$ cat config.mk
export PLATFORM = sky130hd
export DESIGN_NAME = hpmp_mul
export DESIGN_NICKNAME = d
export VERILOG_FILES = /design/src/rtl/core/hpmp_pkg.sv /design/src/rtl/core/hpmp_mul.sv
export SDC_FILE = /design/constraint.sdc
export NUM_CORES = 2
export LEC_CHECK = 0
export BUFFER_PORTS_ARGS = -buffer_cell sky130_fd_sc_hd__buf_2
export CORE_MARGIN = 2
export CORE_UTILIZATION = 40
export DETAILED_ROUTE_END_ITERATION = 10
export GPL_TIMING_DRIVEN = 0
export PLACE_DENSITY_LB_ADDON = 0.25
export SLEW_MARGIN = 10
export SYNTH_ARGS = -nofsm -noshare
export SYNTH_HDL_FRONTEND = slang
export SYNTH_SLANG_ARGS = --single-unit
$ cat constraint.sdc
create_clock -name i_clk -period 21.6 [get_ports i_clk]
set_input_delay 1.08 -clock i_clk [delete_from_list [all_inputs] [get_ports i_clk]]
set_output_delay 1.08 -clock i_clk [all_outputs]
set_load 0.01 [all_outputs]
$ cat src/rtl/core/hpmp_pkg.sv
// Shared widths, register indexes and reset values for the hand pose motion predictor.
// No dependencies; every module of the block imports it.
`default_nettype none
package hpmp_pkg;

    localparam int FRAC_BITS_DEF = 16;

    localparam int WORD_W    = 32;
    localparam int WIDE_W    = 64;
    localparam int LIM_W     = 31;
    localparam int GRIP_W    = 17;
    localparam int PER_W     = 10;
    localparam int CFG_IDX_W = 3;
    localparam int SQRT_ITER = WIDE_W / 2;
    localparam int DIV_ITER  = WIDE_W;

    // register indexes of the configuration port
    typedef enum logic [CFG_IDX_W-1:0] {
        CFG_PERIOD = 3'd0,
        CFG_SPEED  = 3'd1,
        CFG_ACCEL  = 3'd2,
        CFG_TURN   = 3'd3,
        CFG_GRIP   = 3'd4,
        CFG_PGAIN  = 3'd5,
        CFG_DGAIN  = 3'd6
    } t_cfg_idx;

    localparam logic [PER_W-1:0] PERIOD_ZERO_MS = 10'd16;
    localparam logic [PER_W-1:0] RST_PERIOD     = 10'd16;
    localparam logic [LIM_W-1:0] RST_SPEED      = 31'd78643;
    localparam logic [LIM_W-1:0] RST_ACCEL      = 31'd393216;
    localparam logic [LIM_W-1:0] RST_TURN       = 31'd209715;
    localparam logic [LIM_W-1:0] RST_GRIP       = 31'd262144;
    localparam logic [LIM_W-1:0] RST_PGAIN      = 31'd589824;
    localparam logic [LIM_W-1:0] RST_DGAIN      = 31'd157286;

endpackage
`default_nettype wire

$ cat src/rtl/core/hpmp_mul.sv
// Shared 32 x 32 unsigned multiplier with a registered product.
// Depends on hpmp_pkg for word widths.
`default_nettype none
module hpmp_mul import hpmp_pkg::*; (
    input  wire logic              i_clk,
    input  wire logic [WORD_W-1:0] i_a,
    input  wire logic [WORD_W-1:0] i_b,
    output logic      [WIDE_W-1:0] o_p
);

    logic [WIDE_W-1:0] r_p;

    // register the product for use in the next cycle
    always_ff @(posedge i_clk) begin
        r_p <= WIDE_W'(i_a) * WIDE_W'(i_b);
    end

    assign o_p = r_p;

endmodule
`default_nettype wire

==> key figures <==
Synthesis
  – Synthesized cell area: 34680 um^2
  – Yosys reg bits: 64
  – Top FF cell, synth: dfxtp_1
  – Compound-cell area share of the yosys netlist: 4.153%
  – Post-synthesis adder-cell area fraction: 61.22%
  – Async set-reset flop share out of synthesis: 0%
  – Synth Area in Simple Gates: 17.62%
  – Synth cell types: 57
  – Post-synthesis sequential area ratio: 3.695%
  – Mapped Cells: 3748
  – Mux cell area share after synthesis: 0.02887%
  – Synth area leaders: fa_1 52%, and2_1 11%, ha_1 9.5%
  – Synth top area share: 51.73%
  – Synth Warn #: 0
  – Syn Nets: 4972
  – Area leader, netlist: fa_1
  – Mean Syn Cell Area: 9.252 um^2
  – Largest family of logic cells by synthesized area: adder cells
  – Post-Synth XOR/XNOR Area: 1.515%
  – Number of synthesized flops with an enable pin: 0

Route
  – Routed via count: 26.78k
  – Vias per cell: 5.308
  – Number of remaining DRC errors: 0
  – Iter 0 DRT Violations: 2499
  – Final WL: 129200 um
  – Average wire per standard cell: 25.60 um
  – Post-route ant nets: 0
  – Pre-antenna DRT Iters: 6

Clocking
  – Max clock buf depth: 2
  – Post-cts hold buffer count: 0
  – Cts bufs inserted: 9
  – Reg clk slew, reported paths: 60 ps
  – CTS resizes: 0
  – Post-CTS setup buffer count: 0
  – CTS tree: built
  – Root Buffer: clkbuf_16
  – CTS Sinks: 64
  – H-tree depth: 3

Placed design
  – Input/output buffers: 128
  – HPWL after detailed placement: 110700 um
  – DP Cell Count: 5020
  – Final Wtd Congestion: 1.024

STA
  – Setup TNS: 0 ps
  – Minimum clock period: 9445 ps
  – Hold WS: 1049 ps
  – Slew @ Worst Pin: 1277 ps
  – Ratio of final minimum period to clock period: 43.73%
  – Max-slew headroom: 14.87%
  – Final setup vio count: 0
  – Max Transition Viols Final: 0
  – RSZ-0062 raised after global routing: false
  – Final Hold Fails: 0
  – F_max: 105.9 MHz

Setup path
  – Crit path launch: i_a[25]
  – CP startpoint kind: input pin
  – Req. time, crit path: 21860 ps
  – Critical path capture point type: register
  – CP arrival: 9710 ps
  – Worst-path fanout max: 10
  – Critical path type: input pin to register

Layout
  – Layout cells sized above 1: 4.265%
  – Area grow syn2layout: 6.903%
  – Nets: 5111
  – Layout Cells excl Fill: 5045
  – Number of flip-flops in the largest register: 64
  – Fill cells: 8593

Floorplanning
  – Site Rows: 107
  – Starting Density: 40.53%
  – Die W: 298.4 um
  – Io pins: 129
  – Area of the core: 85550 um^2
  – Die height: 298.4 um
  – Die area: 89060 um^2

Global routing
  – Largest net degree at the start of global routing: 13
  – Vias in the first global route: 28.45k
  – First-pass GRT wire length: 188400 um
  – Initial antenna violation count: 19
  – Total gr overflow: 0
  – Gr usage total: 29.54%

Run
  – Max-cap violations: 0

Outcome
  – Status: completed

Hold path
  – Hold_sp: i_b[0]
  – HP Class: input pin to register
-- routing by layer --
layer | vias to the layer above | track usage (%) | part of all wire, %
met5 | - | 0 | 0.026
met4 | 4 | 19.91 | 8.6
met3 | 394 | 6.441 | 9.6
met2 | 1388 | 45.64 | 44
met1 | 13860 | 37.25 | 37
li1 | 11140 | - | -
-- layout make-up --
type	instances	area, um^2	area share, %
clock inverters	6	70.07	0.1890
inverters	865	3247	8.759
clock buffers	10	229.0	0.6177
well taps	1144	1431	3.861
flip-flops and latches	64	1281	3.456
multi-input cells	2599	29310	79.08
diodes	9	22.52	0.06076
repair buffers	128	640.6	1.728
plain buffers	220	833.3	2.248
-- worst max-delay path: stages --
cell      delay [ps]
buf_2            210
clkbuf_1         870
and2_1           260
fa_1             450
fa_1             560
inv_1             60
fa_1             530
inv_1             50
fa_1             550
inv_1             70
fa_1             420
inv_1             90
fa_1             430
fa_1             490
inv_1             40
fa_1             470
inv_1             40
ha_1             250
buf_2            180
nand4_1          290
or4_1            510
or3_1            430
a31oi_1          480
a31o_2           290
a211oi_1         110
o21ai_1          250
xor2_1           200
-- synth_stat cells (4+ instances only) --
| library cell | number |
|---|---|
| a221o_1 | 4 |
| nand4_1 | 23 |
| dfxtp_1 | 64 |
| ha_1 | 263 |
| and2_1 | 602 |
| a21oi_1 | 63 |
| o21ai_0 | 21 |
| o21a_1 | 9 |
| o21ai_1 | 5 |
| inv_1 | 865 |
| o21bai_1 | 10 |
| nand2_1 | 480 |
| nand3_1 | 10 |
| nor2_1 | 20 |
| fa_1 | 896 |
| clkbuf_1 | 213 |
| xor2_1 | 25 |
| and3_1 | 14 |
| a21o_1 | 40 |
| xnor2_1 | 35 |
| a31oi_1 | 12 |
| nor3_1 | 7 |
| buf_2 | 6 |
-- path summary, 6_finish.rpt --
kind / depth (start not counted) / endpoint / slack [ps]
setup / recovery: 27 / o_p[62] / 12150
hold / removal: 2 / o_p[0] / 1050
-- kinds of logic after synthesis --
logic type      Yosys count
compound gates          202
xor+xnor                 60
fa+ha+maj              1159
buf+inv                1085
flops                    64
mux                       1
simple gates           1177
-- cell usage in the layout, fill, tap and decap left out, types with 4 or more instances in the layout --
cell type,Yosys,routed
a21o_1,40,40
a21oi_1,63,63
a221o_1,4,4
a31oi_1,12,12
and2_1,602,602
and3_1,14,14
buf_2,6,134
clkbuf_1,213,214
clkbuf_16,0,9
dfxtp_1,64,64
diode_2,0,9
fa_1,896,896
ha_1,263,263
inv_1,865,865
nand2_1,480,480
nand3_1,10,10
nand4_1,23,23
nor2_1,20,20
nor3_1,7,7
o21a_1,9,9
o21ai_0,21,21
o21ai_1,5,5
o21bai_1,10,10
xnor2_1,35,35
xor2_1,25,25
-- stage by stage --
step                      area (um^2)  util, %  setup slack (ps)
after floorplan                 34680        -             13770
after global placement          36750    42.96             12010
after detailed placement        36750    42.96             11970
after CTS                       37050    43.31             12330
after global routing            37050    43.31             12000
final                           37070    43.33             12150
Power is not shown: default switching activity piles up to over one toggle a cycle in this logic, so the estimate is an artifact.
