==> config.mk <==
export PLATFORM = sky130hd
export DESIGN_NAME = hpmp_div
export DESIGN_NICKNAME = d
export VERILOG_FILES = /design/src/rtl/core/hpmp_pkg.sv /design/src/rtl/core/hpmp_div.sv
export SDC_FILE = /design/constraint.sdc
export NUM_CORES = 1
export LEC_CHECK = 0
export BUFFER_PORTS_ARGS = -buffer_cell sky130_fd_sc_hd__clkbuf_2
export CORE_MARGIN = 5
export CORE_UTILIZATION = 59
export DETAILED_ROUTE_END_ITERATION = 10
export PLACE_DENSITY = 0.92
export SLEW_MARGIN = 20
export SYNTH_ARGS = -nofsm -noshare
export SYNTH_HDL_FRONTEND = slang
export SYNTH_SLANG_ARGS = --single-unit
==> constraint.sdc <==
create_clock -name i_clk -period 11.3 [get_ports i_clk]
set_input_delay 3.39 -clock i_clk [delete_from_list [all_inputs] [get_ports i_clk]]
set_output_delay 3.39 -clock i_clk [all_outputs]
set_load 0.02 [all_outputs]
==> src/rtl/core/hpmp_pkg.sv <==
// Shared widths, register indexes and reset values for the hand pose motion predictor.
// No dependencies; every module of the block imports it.
`default_nettype none
package hpmp_pkg;

    localparam int FRAC_BITS_DEF = 16;

    localparam int WORD_W    = 32;
    localparam int WIDE_W    = 64;
    localparam int LIM_W     = 31;
    localparam int GRIP_W    = 17;
    localparam int PER_W     = 10;
    localparam int CFG_IDX_W = 3;
    localparam int SQRT_ITER = WIDE_W / 2;
    localparam int DIV_ITER  = WIDE_W;

    // register indexes of the configuration port
    typedef enum logic [CFG_IDX_W-1:0] {
        CFG_PERIOD = 3'd0,
        CFG_SPEED  = 3'd1,
        CFG_ACCEL  = 3'd2,
        CFG_TURN   = 3'd3,
        CFG_GRIP   = 3'd4,
        CFG_PGAIN  = 3'd5,
        CFG_DGAIN  = 3'd6
    } t_cfg_idx;

    localparam logic [PER_W-1:0] PERIOD_ZERO_MS = 10'd16;
    localparam logic [PER_W-1:0] RST_PERIOD     = 10'd16;
    localparam logic [LIM_W-1:0] RST_SPEED      = 31'd78643;
    localparam logic [LIM_W-1:0] RST_ACCEL      = 31'd393216;
    localparam logic [LIM_W-1:0] RST_TURN       = 31'd209715;
    localparam logic [LIM_W-1:0] RST_GRIP       = 31'd262144;
    localparam logic [LIM_W-1:0] RST_PGAIN      = 31'd589824;
    localparam logic [LIM_W-1:0] RST_DGAIN      = 31'd157286;

endpackage
`default_nettype wire

==> src/rtl/core/hpmp_div.sv <==
// Restoring divider, 64-bit numerator by 32-bit divisor, one quotient bit a cycle.
// Depends on hpmp_pkg for widths and iteration count.
`default_nettype none
module hpmp_div import hpmp_pkg::*; (
    input  wire logic              i_clk,
    input  wire logic              i_rst_n,
    input  wire logic              i_start,
    input  wire logic [WIDE_W-1:0] i_num,
    input  wire logic [WORD_W-1:0] i_den,
    output logic                   o_done,
    output logic      [WIDE_W-1:0] o_quo
);

    localparam int CNT_W = $clog2(DIV_ITER);

    logic [WIDE_W-1:0] r_q;
    logic [WORD_W-1:0] r_rem;
    logic [WORD_W-1:0] r_den;
    logic [CNT_W-1:0]  r_cnt;
    logic              r_busy;
    logic              r_done;
    logic [WORD_W:0]   trial;
    logic              fits;

    assign trial = {r_rem, r_q[WIDE_W-1]};
    assign fits  = (trial >= {1'b0, r_den});

    // shift one numerator bit into the remainder each cycle
    always_ff @(posedge i_clk) begin
        if (!i_rst_n) begin
            r_busy <= 1'b0;
            r_done <= 1'b0;
            r_cnt  <= '0;
        end else begin
            r_done <= 1'b0;
            if (i_start) begin
                r_q    <= i_num;
                r_rem  <= '0;
                r_den  <= i_den;
                r_cnt  <= '0;
                r_busy <= 1'b1;
            end else if (r_busy) begin
                r_rem <= fits ? WORD_W'(trial - {1'b0, r_den}) : trial[WORD_W-1:0];
                r_q   <= {r_q[WIDE_W-2:0], fits};
                r_cnt <= r_cnt + 1'b1;
                if (r_cnt == CNT_W'(DIV_ITER - 1)) begin
                    r_busy <= 1'b0;
                    r_done <= 1'b1;
                end
            end
        end
    end

    assign o_done = r_done;
    assign o_quo  = r_q;

endmodule
`default_nettype wire

==> metrics.md <==
| Metric | Value |
|---|---|
| Tmin final | `between 5 and 6 ns` |
| Worst EP required | `11.48 ns` |
| Achievable clock frequency | `196.6 MHz` |
| Hold buffers post-CTS | `0` |
| Peak supply drop | `0.0001246 V` |
| #FFs+latches synth | `136` |
| Critical Path AT | `5.27 ns` |
| Routed WL per cell | `~19 µm` |
| Max Slew Vio Count | `0` |
| Final WS setup | `6.215 ns` |
| RSZ-0062 raised after global routing | `false` |
| Die H | `122.5 µm` |
| Core Region | `approximately 13000 µm²` |
| Status | `finished, final reports clean` |
| Clock buffer count from CTS | `17` |
| Number of antenna violations at the first check in global routing | `1` |
| Synth top area share | `51.48%` |
| Tightest Hold Check Type | `flip-flop to flip-flop` |
| Critical-path maximum fanout | `91` |
| Number of global-route vias before repair | `5845` |
| Total wire length | `18600 µm` |
| DR pass1 iterations | `5` |
| Postcts setup bufs | `0` |
| Clock latency at the later pin of the worst-skew pair | `0.43 ns` |
| IO Pins | `164` |
| Dominant cell type by area after synthesis | `edfxtp_1` |
| Antenna Nets Post-Route | `0` |
| Max cap viols | `0` |
| H-tree depth | `4` |
| Proportion of layout cells with a drive suffix above 1 | `34.01%` |
| Crit share post-route | `45.00%` |
| Post-synth ARST share | `0%` |
| Syn Area/Cell | `12.00 µm²` |
| Area growth syn-to-layout | `19.34%` |
| Initial DRC count | `472` |
| CTS tree | `yes` |
| Clk buf depth | `2` |
| Most frequent cell after synthesis | `edfxtp_1` |
| Detailed Place HPWL | `between 10000 and 15000 µm` |
| Crit Path Class | `input pin to flip-flop` |
| # resized after CTS | `0` |
| Setup TNS | `0 ns` |
| Syn. warnings | `0` |
| Vias per cell | `5.835` |
| Reg clk slew, reported paths | `0.06 ns` |
| Final GP Congestion | `0.8860` |
| Pre-CTS WS | `5.836 ns` |
| Nets | `911` |
| Power per cell area | `between 150 and 200 nW/µm²` |
| Static Leak | `slightly below 4 nW` |
| Total track usage | `25.42%` |
| Vias after detailed routing | `~5600` |
| CTS root buf | `clkbuf_16` |
| Hold Vio Cnt, Final | `0` |
| Residual DRC | `0` |
| Commonest cells in the netlist | `edfxtp_1 (128), mux2_2 (63), nor2_1 (54)` |
| Largest net degree at the start of global routing | `92` |
| Cells after synthesis | `622` |
| Grt ovf | `0` |
| Buffers on Ports | `163` |
| Synth Flop Type | `edfxtp_1` |
| Ranking of synthesized cells by area | `edfxtp_1 (51%), mux2_2 (9.5%), ha_1 (5.5%), mux2i_1 (3.2%), nor2_1 (2.7%)` |
| Yosys cell types | `64` |
| Site row count | `between 40 and 50` |
| Final Setup Violations | `0` |
| Max Clock Skew | `0.01057 ns` |
| Netlist Area Pre-Place | `7466 µm²` |
| Global-route wire length before repair | `29410 µm` |
| Synthesized Nets | `755` |
| EDFF count, synth | `128` |
| Least-Margin Pin Slew | `around 1.1 ns` |
| Sink Count | `between 100 and 150` |
| Post-synthesis sequential area ratio | `53.63%` |
| Initial core utilization | `59.65%` |
| Die area | `approximately 15000 µm²` |
| Relative max-transition margin | `26.61%` |
| Width of the die | `122.5 µm` |
| Startpoint types | `input pin` |
| CP Capture Type | `flip-flop` |
## through the flow
step           hold WS (ns)  cells  utilization [%]  power, mW  instance area [µm²]
2_1_floorplan        0.4577    622                -     0.8740                 7466
3_3_place_gp         0.4689    931            66.96     0.9394                 8382
3_5_place_dp         0.5134    931            66.96     0.9538                 8382
4_1_cts              0.5416    963            71.16      1.456                 8907
5_1_grt              0.5630    964            71.18      1.518                 8910
6_report             0.5459    964            71.18      1.454                 8910
## sequential cells by signal, summed over array words and instances, names as in the netlist
register and count:
r_den 32, r_cnt 6, r_busy 1, o_quo 64
r_rem 32, o_done 1
## worst paths after layout
path | startpoint | endpoint | slack, ns | depth (start not counted)
hold reg to reg | r_cnt[2] | o_done | 0.55 | 2
setup / recovery | i_start | o_quo[0] | 6.21 | 4
hold / removal | r_cnt[2] | o_done | 0.55 | 2
setup reg to reg | r_rem[25] | r_rem[16] | 7.88 | 9
## power breakdown
part	internal, mW	leakage [nW]	switching [mW]
Combinational	0.139	2.35	0.190
Clock	0.285	0.258	0.217
Sequential	0.602	1.29	0.0207
Total	1.03	3.89	0.428
## cell type report
cell class,instances,area (µm²)
clock inverters,12,78.83
diodes,1,2.502
clock buffers,20,446.7
repair buffers,168,855.8
well taps,172,215.2
flip-flops and latches,136,4004
fillers,826,3607
multi-input cells,413,3149
inverters,42,157.7
## layout by cell type (no fill, tap or decap), types with 4 or more instances in the layout
cell type and instances:
clkbuf_2 162, edfxtp_1 128, mux2_2 63, nor2_1 54
inv_1 42, nand2_1 33, ha_1 33, a21oi_1 31
mux2i_1 24, a21o_1 21, clkbuf_16 17, o21ai_0 16
xor2_1 14, nand3_1 13, xnor2_1 13, nand4_1 11
dfxtp_1 8, o21ai_1 6, o21a_1 6, or3_1 6
buf_4 6, and3_1 5, o21bai_1 5, nor3_1 5
clkinv_2 5, o31ai_1 4
## critical path, stage by stage
cell	delay, ns
buf_4	0.10
buf_4	0.80
inv_1	0.51
mux2_4	0.42
## layer usage
layer	part of all wire [%]	track usage (%)
met4	2.5	10.71
met3	9.0	9.309
met5	0	0
met1	37	28.94
met2	51	43.22
## cell families (layout without fill, tap and decap cells)
family / after synthesis / count (layout) / synth area share [%]
flops: 136 / 136 / 53.63
fa+ha+maj: 34 / 34 / 5.799
compound gates: 121 / 121 / 11.09
mux: 88 / 88 / 12.92
xor+xnor: 27 / 27 / 3.167
simple gates: 143 / 143 / 9.100
other cells: 0 / 1 / 0
buf+inv: 73 / 242 / 4.290
No activity file was read; power rests on OpenSTA's default activity.
