==> src/rtl/core/hpmp_pkg.sv <==
// Shared widths, register indexes and reset values for the hand pose motion predictor.
// No dependencies; every module of the block imports it.
`default_nettype none
package hpmp_pkg;

    localparam int FRAC_BITS_DEF = 16;

    localparam int WORD_W    = 32;
    localparam int WIDE_W    = 64;
    localparam int LIM_W     = 31;
    localparam int GRIP_W    = 17;
    localparam int PER_W     = 10;
    localparam int CFG_IDX_W = 3;
    localparam int SQRT_ITER = WIDE_W / 2;
    localparam int DIV_ITER  = WIDE_W;

    // register indexes of the configuration port
    typedef enum logic [CFG_IDX_W-1:0] {
        CFG_PERIOD = 3'd0,
        CFG_SPEED  = 3'd1,
        CFG_ACCEL  = 3'd2,
        CFG_TURN   = 3'd3,
        CFG_GRIP   = 3'd4,
        CFG_PGAIN  = 3'd5,
        CFG_DGAIN  = 3'd6
    } t_cfg_idx;

    localparam logic [PER_W-1:0] PERIOD_ZERO_MS = 10'd16;
    localparam logic [PER_W-1:0] RST_PERIOD     = 10'd16;
    localparam logic [LIM_W-1:0] RST_SPEED      = 31'd78643;
    localparam logic [LIM_W-1:0] RST_ACCEL      = 31'd393216;
    localparam logic [LIM_W-1:0] RST_TURN       = 31'd209715;
    localparam logic [LIM_W-1:0] RST_GRIP       = 31'd262144;
    localparam logic [LIM_W-1:0] RST_PGAIN      = 31'd589824;
    localparam logic [LIM_W-1:0] RST_DGAIN      = 31'd157286;

endpackage
`default_nettype wire

==> src/rtl/core/hpmp_sqrt.sv <==
// Floor integer square root of a 64-bit value, two radicand bits a cycle.
// Depends on hpmp_pkg for widths and iteration count.
`default_nettype none
module hpmp_sqrt import hpmp_pkg::*; (
    input  wire logic              i_clk,
    input  wire logic              i_rst_n,
    input  wire logic              i_start,
    input  wire logic [WIDE_W-1:0] i_rad,
    output logic                   o_done,
    output logic      [WORD_W-1:0] o_root
);

    localparam int CNT_W = $clog2(SQRT_ITER);

    logic [WIDE_W-1:0] r_n;
    logic [WIDE_W-1:0] r_r;
    logic [WIDE_W-1:0] r_bit;
    logic [CNT_W-1:0]  r_cnt;
    logic              r_busy;
    logic              r_done;
    logic [WIDE_W-1:0] trial;

    assign trial = r_r + r_bit;

    // settle one root bit per cycle, top bit first
    always_ff @(posedge i_clk) begin
        if (!i_rst_n) begin
            r_busy <= 1'b0;
            r_done <= 1'b0;
            r_cnt  <= '0;
        end else begin
            r_done <= 1'b0;
            if (i_start) begin
                r_n    <= i_rad;
                r_r    <= '0;
                r_bit  <= WIDE_W'(1) << (WIDE_W - 2);
                r_cnt  <= '0;
                r_busy <= 1'b1;
            end else if (r_busy) begin
                if (r_n >= trial) begin
                    r_n <= r_n - trial;
                    r_r <= (r_r >> 1) + r_bit;
                end else begin
                    r_r <= r_r >> 1;
                end
                r_bit <= r_bit >> 2;
                r_cnt <= r_cnt + 1'b1;
                if (r_cnt == CNT_W'(SQRT_ITER - 1)) begin
                    r_busy <= 1'b0;
                    r_done <= 1'b1;
                end
            end
        end
    end

    assign o_done = r_done;
    assign o_root = r_r[WORD_W-1:0];

endmodule
`default_nettype wire

==> config.mk <==
export PLATFORM = sky130hd
export DESIGN_NAME = hpmp_sqrt
export DESIGN_NICKNAME = d
export VERILOG_FILES = /design/src/rtl/core/hpmp_pkg.sv /design/src/rtl/core/hpmp_sqrt.sv
export SDC_FILE = /design/constraint.sdc
export NUM_CORES = 1
export LEC_CHECK = 0
export ABC_AREA = 1
export BUFFER_PORTS_ARGS = -buffer_cell sky130_fd_sc_hd__buf_4
export CAP_MARGIN = 10
export CORE_UTILIZATION = 44
export DETAILED_ROUTE_END_ITERATION = 7
export HOLD_SLACK_MARGIN = 0.15
export PLACE_DENSITY_LB_ADDON = 0.08
export SKIP_CTS_REPAIR_TIMING = 1
export SYNTH_ARGS = -nofsm -noshare
export SYNTH_HDL_FRONTEND = slang
export SYNTH_SLANG_ARGS = --single-unit
==> constraint.sdc <==
create_clock -name i_clk -period 13.5 [get_ports i_clk]
set_input_delay 0.675 -clock i_clk [delete_from_list [all_inputs] [get_ports i_clk]]
set_output_delay 0.675 -clock i_clk [all_outputs]
set_load 0.02 [all_outputs]
==> results of run 1 <==
## final timing paths
check	from	depth (start not counted)	slack, ps	to
max	r_r[20]	20	7610	r_n[32]
min	i_rad[33]	3	440	r_n[33]
max reg2reg	r_r[20]	20	7610	r_n[32]
min reg2reg	r_cnt[4]	2	480	r_cnt[4]
## final cells by class
type / instances / area, µm² / share of cell area [%]
multi-input combinational: 2705 / 13000 / 58.5
sequential: 167 / 4940 / 22.2
inverter: 571 / 2150 / 9.65
timing repair buffer: 106 / 796 / 3.58
tap: 600 / 751 / 3.38
clock buffer: 23 / 510 / 2.30
clock inverter: 9 / 73.8 / 0.332
## through the flow
stage,cell area [µm²],worst slack (ps)
after floorplan,20600,8420
after global placement,21700,7830
after detailed placement,21700,7710
after CTS,22200,7680
after global routing,22200,7170
final,22200,7610
## cell usage after synthesis (all sizes together)
library cell / number / share of area (%)
and3: 1 / 0.030
dfxtp: 7 / 0.68
nand2: 1452 / 27
o21bai: 20 / 0.73
a21oi: 147 / 3.7
inv: 569 / 10
xnor2: 58 / 2.5
a311oi: 1 / 0.043
or2: 11 / 0.33
a21o: 4 / 0.15
o21ai: 136 / 3.3
edfxtp: 160 / 23
nor2: 346 / 6.4
o22ai: 1 / 0.030
clkinv: 2 / 0.036
o21a: 6 / 0.22
buf: 48 / 1.8
clkbuf: 29 / 0.53
xor2: 45 / 1.9
a31oi: 3 / 0.091
a21boi: 1 / 0.036
nand2b: 3 / 0.091
and2: 9 / 0.27
nand4: 27 / 0.82
nor4: 12 / 0.36
o211ai: 1 / 0.036
fa: 1 / 0.097
nor3: 45 / 1.1
nand3b: 29 / 1.1
ha: 132 / 8.0
nand3: 214 / 5.2
## per-layer routing
metal,part of all wire (%),track usage (%)
met1,42,41.0
met2,47,57.0
met3,5.5,3.81
met4,5.3,18.1
met5,0.010,0
## logic make-up (layout without fill, tap and decap cells)
family | after synthesis | count (layout) | synth area share, %
AND/OR/NAND/NOR | 2149 | 2149 | 42.5
buffers and inverters | 648 | 709 | 12.7
AO/OA/AOI/OAI | 320 | 320 | 8.31
flip-flops | 167 | 167 | 24.0
adder cells (fa/ha/maj) | 133 | 133 | 8.12
XOR/XNOR | 103 | 103 | 4.38
## registers in the layout, summed over array words and instances (netlist names)
signal	flops
r_n	64
r_bit	32
r_r	64
r_cnt	5
o_done	1
r_busy	1
## worst reg2reg max path, cell delays in order (launching register included)
cell	delay [ps]
edfxtp_1	550
ha_1	440
nand2_1	70
inv_1	80
nand3_1	140
nor2_1	340
nand2_1	80
o21ai_0	720
xnor2_1	200
ha_1	410
nand2_1	110
nor2_1	220
nand2_1	130
nor2_1	140
nand4_1	170
nand3_1	210
nand2_2	110
nand2_2	140
o21ai_0	120
inv_2	480
buf_4	600
## power by group
part           internal, mW  switching (mW)
Combinational         0.472           0.984
Clock                 0.272           0.250
Sequential            0.662          0.0888
Total                  1.41            1.32
==> impl_metrics.tcl, run 1 <==
set metrics [dict create \
    status "finished clean" \
    die_x_um 218 \
    cp-start-kind "flip-flop" \
    drt-total-wl_um 79400 \
    detail_route.wl_per_cell_um 19.0 \
    dr.pass1.iters 6 \
    finalWorstPathRequiredPeriod_ps 5890 \
    postSynthCellCount 3520 \
    drv_slew 0 \
    layout-drive-gt1-share_pct 5.19 \
    fin_skew_ps 12.2 \
    final-setup-viol-count 0 \
    hold_viol 0 \
    slew_headroom_pct 33.1 \
    ir_drop_v 0.000106 \
    grt_use_total_pct 33.4 \
    synth-seq-area-share_pct 24.0 \
    path_max_fanout 41 \
    grt_max_degree 79 \
    total_power_mw 2.73 \
    min_period_over_period_pct 43.6 \
    hpwl_um 65500 \
    clockRootBuffer "clkbuf_16" \
    max_freq_mhz 170 \
    final_cells 4181 \
    cts_max_path_buffers 2 \
    clkSlewWorstSetupHoldPaths_ps 80 \
    worstHoldPathType "in -> reg" \
    crit_type "reg -> reg" \
    drt_iter0_drc 1911 \
    antenna_left 0 \
    grt_pass1_wl_um 119000 \
    dieArea_um2 47600 \
    crit_chain "ha_1, nand2_1, inv_1, nand3_1, nor2_1, nand2_1, o21ai_0, xnor2_1, ha_1, nand2_1, nor2_1, nand2_1, nor2_1, nand4_1, nand3_1, nand2_2, nand2_2, o21ai_0, inv_2, buf_4" \
    worstSkewPairLatency_ps 500 \
    cts_tree "built" \
    crit_family "simple AND/OR/NAND/NOR gates" \
    finish.utilization_pct 48.6 \
    ys_types 44 \
    antenna_found_initial 1 \
    yosysWarnings 0 \
    final_common_cell "nand2_1" \
    antenna_cells 0 \
    htree_num_levels 4 \
    placed_cells 4149 \
    cpMaxStageDelayCell "o21ai_0" \
    die_height_um 218 \
    syn_nets 3720 \
    nets 3768 \
    vias 22274 \
    area_growth_pct 8.09 \
    drc 0 \
    crit_path_end_kind "flip-flop" \
    timing.hold.ws_ps 438 \
    slowest_delay_ps 720 \
    finalWeightedCongestion 0.979 \
    core_um2 45800 \
    synth-seq-cells 167 \
    start_util_pct 45.0 \
    worstPathArrival_ps 6030 \
    critPathBufInv 3 \
    avgSynthCellArea_um2 5.85 \
    required_ps 13640 \
    n_fill_cell 4985 \
    grt_pass1_vias 21409 \
    cts.sinks 167 \
    max-cap-violations 0 \
    io_pins 100 \
    worstMarginPinSlew_ps 1000 \
    rows 78 \
    final_cell_mix "nand2_1, inv_1, nor2_1" \
    avgViaCountPerCell 5.33 \
    powerDensity_nw_per_um2 123 \
    port_buffers 99 \
    synth_area_um2 20600 \
    setup_tns_ps 0 \
    rsz0062_at_grt "false" \
    cts_buffers 17 \
    crit_top_cell "nand2_1" \
    grt-ovfl-total 0 \
    p_leak_nw 11.6 \
]
Note: power is estimated with default switching activity, not from simulation.
==> run 2: changes to the inputs <==
clock period = 6.16 ns   (was 13.5 ns; I/O delays follow)
==> run 2 against run 1 <==
  * Clock-buffer cell count did not move
  * Sequential share of layout area down 0.50 points
  * Non-clock buffer count is 55 higher
  * Via count is 0.27% higher
  * Sequential power rose by 120%
  * Highest routed layer is now met4
  * Cell area rose by 2.3%
  * Combinational power grew 120%
  * First-iteration DRC count is 1.3% higher
  * Register-to-register slack got worse by 6700 ps
  * Core utilization up 1.1 points
  * Setup slack got worse by 6700 ps
==> impl_metrics.tcl, run 2 (same netlist as run 1, synthesis figures left out) <==
set metrics [dict create \
    rows 78 \
    worstMarginPinSlew_ps 875 \
    r2r-end "r_n[42]" \
    clkSlewWorstSetupHoldPaths_ps 70 \
    powerDensity_nw_per_um2 261 \
    worstHoldPathType "in -> reg" \
    setup_slack_ps 886 \
    largestRegisters "r_n (64), r_r (64), r_bit (32)" \
    crit_type "reg -> reg" \
    antenna_cells 0 \
    crit_path_end_kind "flip-flop" \
    max-cap-violations 0 \
    slew_headroom_pct 41.7 \
    drt_iter0_drc 1935 \
    vias 22334 \
    placed_cells 4156 \
    r2r_cells 20 \
    hpwl_um 65000 \
    port_buffers 99 \
    cts.sinks 167 \
    worstPathArrival_ps 5410 \
    min_to "r_n[15]" \
    total_power_mw 5.95 \
    start_util_pct 45.0 \
    grt_use_total_pct 33.2 \
    cp-startpoint "r_r[10]" \
    finalWeightedCongestion 1.03 \
    setup_tns_ps 0 \
    io_pins 100 \
    dieArea_um2 47600 \
    grt-ovfl-total 0 \
    timing.rr.start "r_r[10]" \
    min_period_over_period_pct 85.6 \
    max_freq_mhz 190 \
    cts_tree "built" \
    final-setup-viol-count 0 \
    final_common_cell "nand2_1" \
    hold_depth 3 \
    final_cell_area_um2 22800 \
    p_leak_nw 11.8 \
    die_height_um 218 \
    grt_max_degree 78 \
    die_x_um 218 \
    area_growth_pct 10.6 \
    path_max_fanout 39 \
    final_cell_mix "nand2_1, inv_1, nor2_1" \
    avgViaCountPerCell 5.27 \
    slowest_delay_ps 620 \
    min-delay-start "i_rad[15]" \
    placed_cell_area_um2 21700 \
    fin_skew_ps 10.5 \
    rsz0062_at_grt "false" \
    core_um2 45800 \
    clockRootBuffer "clkbuf_16" \
    finalWorstPathRequiredPeriod_ps 5270 \
    dr.pass1.iters 5 \
    antenna_left 0 \
    status "finished clean" \
    detail_route.wl_per_cell_um 18.6 \
    crit_top_cell "nand2_1" \
    drt-total-wl_um 78700 \
    worstSkewPairLatency_ps 510 \
    cp-start-kind "flip-flop" \
    regToRegSetupSlack_ps 890 \
    nets 3823 \
    cpMaxStageDelayCell "o21ai_0" \
    ir_drop_v 0.000241 \
    final_cells 4236 \
    grt_pass1_vias 21296 \
    drc 0 \
    grt_pass1_wl_um 118000 \
    cts_max_path_buffers 2 \
    antenna_found_initial 0 \
    drv_slew 0 \
    cts_buffers 17 \
    layout-drive-gt1-share_pct 5.25 \
    crit_chain "ha_1, nand2_1, o21ai_1, nand2_1, nand2_1, nor2_1, o21ai_0, xnor2_1, ha_1, nand2_1, nor2_1, nand2_1, nor2_1, nand4_1, nand3_1, nand2_2, nand2_2, o21ai_0, inv_2, buf_4" \
    hold_viol 0 \
    dp_slack_ps 958 \
    htree_num_levels 4 \
    required_ps 6300 \
]
run 2: cell types whose count changed in the layout (fill, tap and decap cells not counted), moves of 2 or more:
cell	delta
buf_4	+5
clkbuf_1	+2
buf_12	+2
inv_4	-2
clkinv_2	+3
dlygate4sd3_1	+48
inv_8	-2
run 2: worst max-delay path by stage:
stage	depth (start not counted)	slack (ps)	to
after floorplan	21	1240	r_n[0]
after global placement	20	980	r_n[55]
after detailed placement	20	960	r_n[47]
after CTS	20	940	r_n[42]
after global routing	20	510	r_n[42]
final	20	890	r_n[42]
run 2: area by class of cell:
cell class	instances	area, µm²
Tap cell	600	751
Sequential cell	167	4940
Inverter	571	2150
Timing Repair Buffer	161	1350
Clock inverter	9	62.6
Multi-Input combinational cell	2705	13000
Fill cell	4970	23000
Clock buffer	23	479
run 2: metrics by stage:
step | util (%) | hold WS [ps]
2_1_floorplan | - | 407
3_3_place_gp | 47.5 | 454
3_5_place_dp | 47.5 | 473
4_1_cts | 48.7 | 49.4
5_1_grt | 49.7 | 157
6_report | 49.7 | 134
run 2: worst max-delay path: cells and delay by family (launching register included):
family / cells / cell delay (ps)
and+or+nand+nor: 12 / 1670
DFF: 1 / 510
xor gates and xnor gates: 1 / 190
buffers and inverters: 2 / 610
adders and majority gates: 2 / 890
AOI/OAI and AO/OA: 3 / 1020
run 2: where the power goes:
part	leakage, nW	total, mW	internal [mW]	switching, mW
clock	0.272	1.08	0.552	0.532
combinational	9.91	3.23	1.07	2.16
sequential	1.60	1.63	1.45	0.182
run 2: metal layers:
layer / up-vias / share of wire (%) / global-route usage, %
met3: 174 / 4.9 / 3.02
met4: 0 / 5.1 / 17.9
met5: - / 0 / 0
li1: 11225 / - / -
met2: 744 / 47 / 56.4
met1: 10191 / 43 / 41.5
==> run 3: changes to the inputs <==
MAX_ROUTING_LAYER = met4   (was unset)
==> run 3 against run 2 <==
  * Critical endpoint is now r_n[59]
  * Routed wire length rose by 2.1%
  * Sequential share of layout area is essentially flat
  * Combinational power about the same
  * Non-clock buffer count is 1 lower
  * Power grew 2.0%
  * Clock power increased by 9%
  * Clock skew increased by 15 ps
  * Setup slack got worse by 160 ps
  * Die area stayed put
  * Sequential cell count unchanged
==> impl_metrics.tcl, run 3 (same netlist as run 1, synthesis figures left out) <==
set metrics [dict create \
    detail_route.wl_per_cell_um 19.0 \
    placed_cells 4158 \
    min_period_over_period_pct 88.2 \
    grt_pass1_vias 21572 \
    drt-total-wl_um 80400 \
    crit_type "reg -> reg" \
    cts.sinks 167 \
    grt_use_met2_pct 59.3 \
    rows 78 \
    multi_input_area_um2 13000 \
    drc 0 \
    drv_slew 0 \
    area_growth_pct 10.8 \
    core_um2 45800 \
    ir_drop_v 0.000197 \
    final_common_cell "nand2_1" \
    path_max_fanout 35 \
    antenna_left 0 \
    fin_skew_ps 25.3 \
    vias 22502 \
    final_cells 4235 \
    hold_viol 0 \
    regToRegSetupSlack_ps 720 \
    worstHoldPathType "in -> reg" \
    antenna_found_initial 0 \
    worstPathArrival_ps 5580 \
    cts_max_path_buffers 2 \
    required_ps 6300 \
    largestRegisters "r_n (64), r_r (64), r_bit (32)" \
    grt_use_total_pct 35.0 \
    met3_usage_pct 3.77 \
    cp-startpoint "r_r[22]" \
    endpoint "r_n[59]" \
    max-cap-violations 0 \
    rsz0062_at_grt "false" \
    dieArea_um2 47600 \
    finalWeightedCongestion 1.05 \
    worstSkewPairLatency_ps 520 \
    status "finished clean" \
    n_fill_cell 4973 \
    cp-start-kind "flip-flop" \
    start_util_pct 45.0 \
    dr.pass1.iters 8 \
    grt-ovfl-total 0 \
    grtUsageMet1_pct 41.8 \
    io_pins 100 \
    top_usage_layer "met2" \
    clockRootBuffer "clkbuf_16" \
    crit_path_end_kind "flip-flop" \
    p_leak_nw 11.8 \
    nets 3822 \
    max_freq_mhz 184 \
    htree_num_levels 4 \
    slew_headroom_pct 43.0 \
    r2r-end "r_n[59]" \
    clkSlewWorstSetupHoldPaths_ps 80 \
    port_buffers 99 \
    grt_pass1_wl_um 121000 \
    die_x_um 218 \
    cts_buffers 17 \
    setup_tns_ps 0 \
    powerDensity_nw_per_um2 266 \
    final-setup-viol-count 0 \
    cts_tree "built" \
    drt_iter0_drc 1978 \
    hpwl_um 66200 \
    seq_area_um2 4940 \
    antenna_cells 0 \
    final_cell_mix "nand2_1, inv_1, nor2_1" \
    die_height_um 218 \
    worstMarginPinSlew_ps 856 \
    r2r_cells 20 \
    timing.rr.start "r_r[22]" \
    finalWorstPathRequiredPeriod_ps 5440 \
    avgViaCountPerCell 5.31 \
    grt_max_degree 77 \
    layout-drive-gt1-share_pct 5.34 \
]
run 3: changes by cell type in the layout (fill, tap and decap cells not counted), sizes merged:
| cell | delta |
|---|---|
| clkinv | +1 |
| inv | +2 |
| clkbuf | -5 |
| bufinv | +2 |
| buf | +2 |
| dlygate4sd3 | -3 |
run 3: worst min-delay path by stage:
stage,from,to,slack (ps),depth (start not counted)
floorplan,i_start,r_bit[62],410,0
CTS,i_rad[61],r_n[61],60,3
detailed placement,r_cnt[4],r_cnt[4],470,2
finish,i_rad[26],r_n[26],130,3
global route,i_rad[48],r_n[48],150,3
global placement,r_cnt[4],r_cnt[4],460,2
run 3: critical path, cell delays in order (launching register included):
cell and delay, ps:
edfxtp_1 570, ha_1 470, nand2_1 90, o21ai_0 320, nand2_1 100, o21ai_0 430, a21oi_1 80, o21ai_0 310
xnor2_1 170, ha_1 400, nand2_1 110, nor2_1 250, nand2_1 120, nor2_1 150, nand4_1 120, nand3_1 240
nand2_2 120, nand2_2 250, o21ai_0 140, inv_2 90, buf_4 470
run 3: layout make-up:
class                           count  area share (%)
Sequential cell                   167            21.7
Multi-Input combinational cell   2705            57.1
Tap cell                          600            3.29
Timing Repair Buffer              160            5.92
Inverter                          571            9.41
Clock inverter                     14           0.724
Clock buffer                       18            1.88
run 3: routing by layer:
layer / vias up / share of wire (%)
met3: 138 / 5.3
met1: 10424 / 43
met2: 702 / 48
li1: 11238 / -
met5: - / 0
met4: 0 / 4.0
run 3: stage by stage:
step | total power, mW | area (µm²) | hold slack (ps) | setup WS, ps | utilization (%)
floorplan | 3.87 | 20600 | 407 | 1240 | -
global placement | 4.78 | 21800 | 456 | 851 | 47.5
detailed placement | 4.81 | 21800 | 467 | 868 | 47.5
CTS | 5.99 | 22400 | 56.6 | 849 | 48.8
global route | 6.50 | 22800 | 154 | 452 | 49.8
finish | 6.07 | 22800 | 127 | 725 | 49.8
run 3: power breakdown:
part / leakage, nW / internal (mW) / total [mW] / switching [mW]
registers: 1.60 / 1.45 / 1.63 / 0.184
clock network: 0.292 / 0.610 / 1.18 / 0.570
logic: 9.91 / 1.07 / 3.25 / 2.18
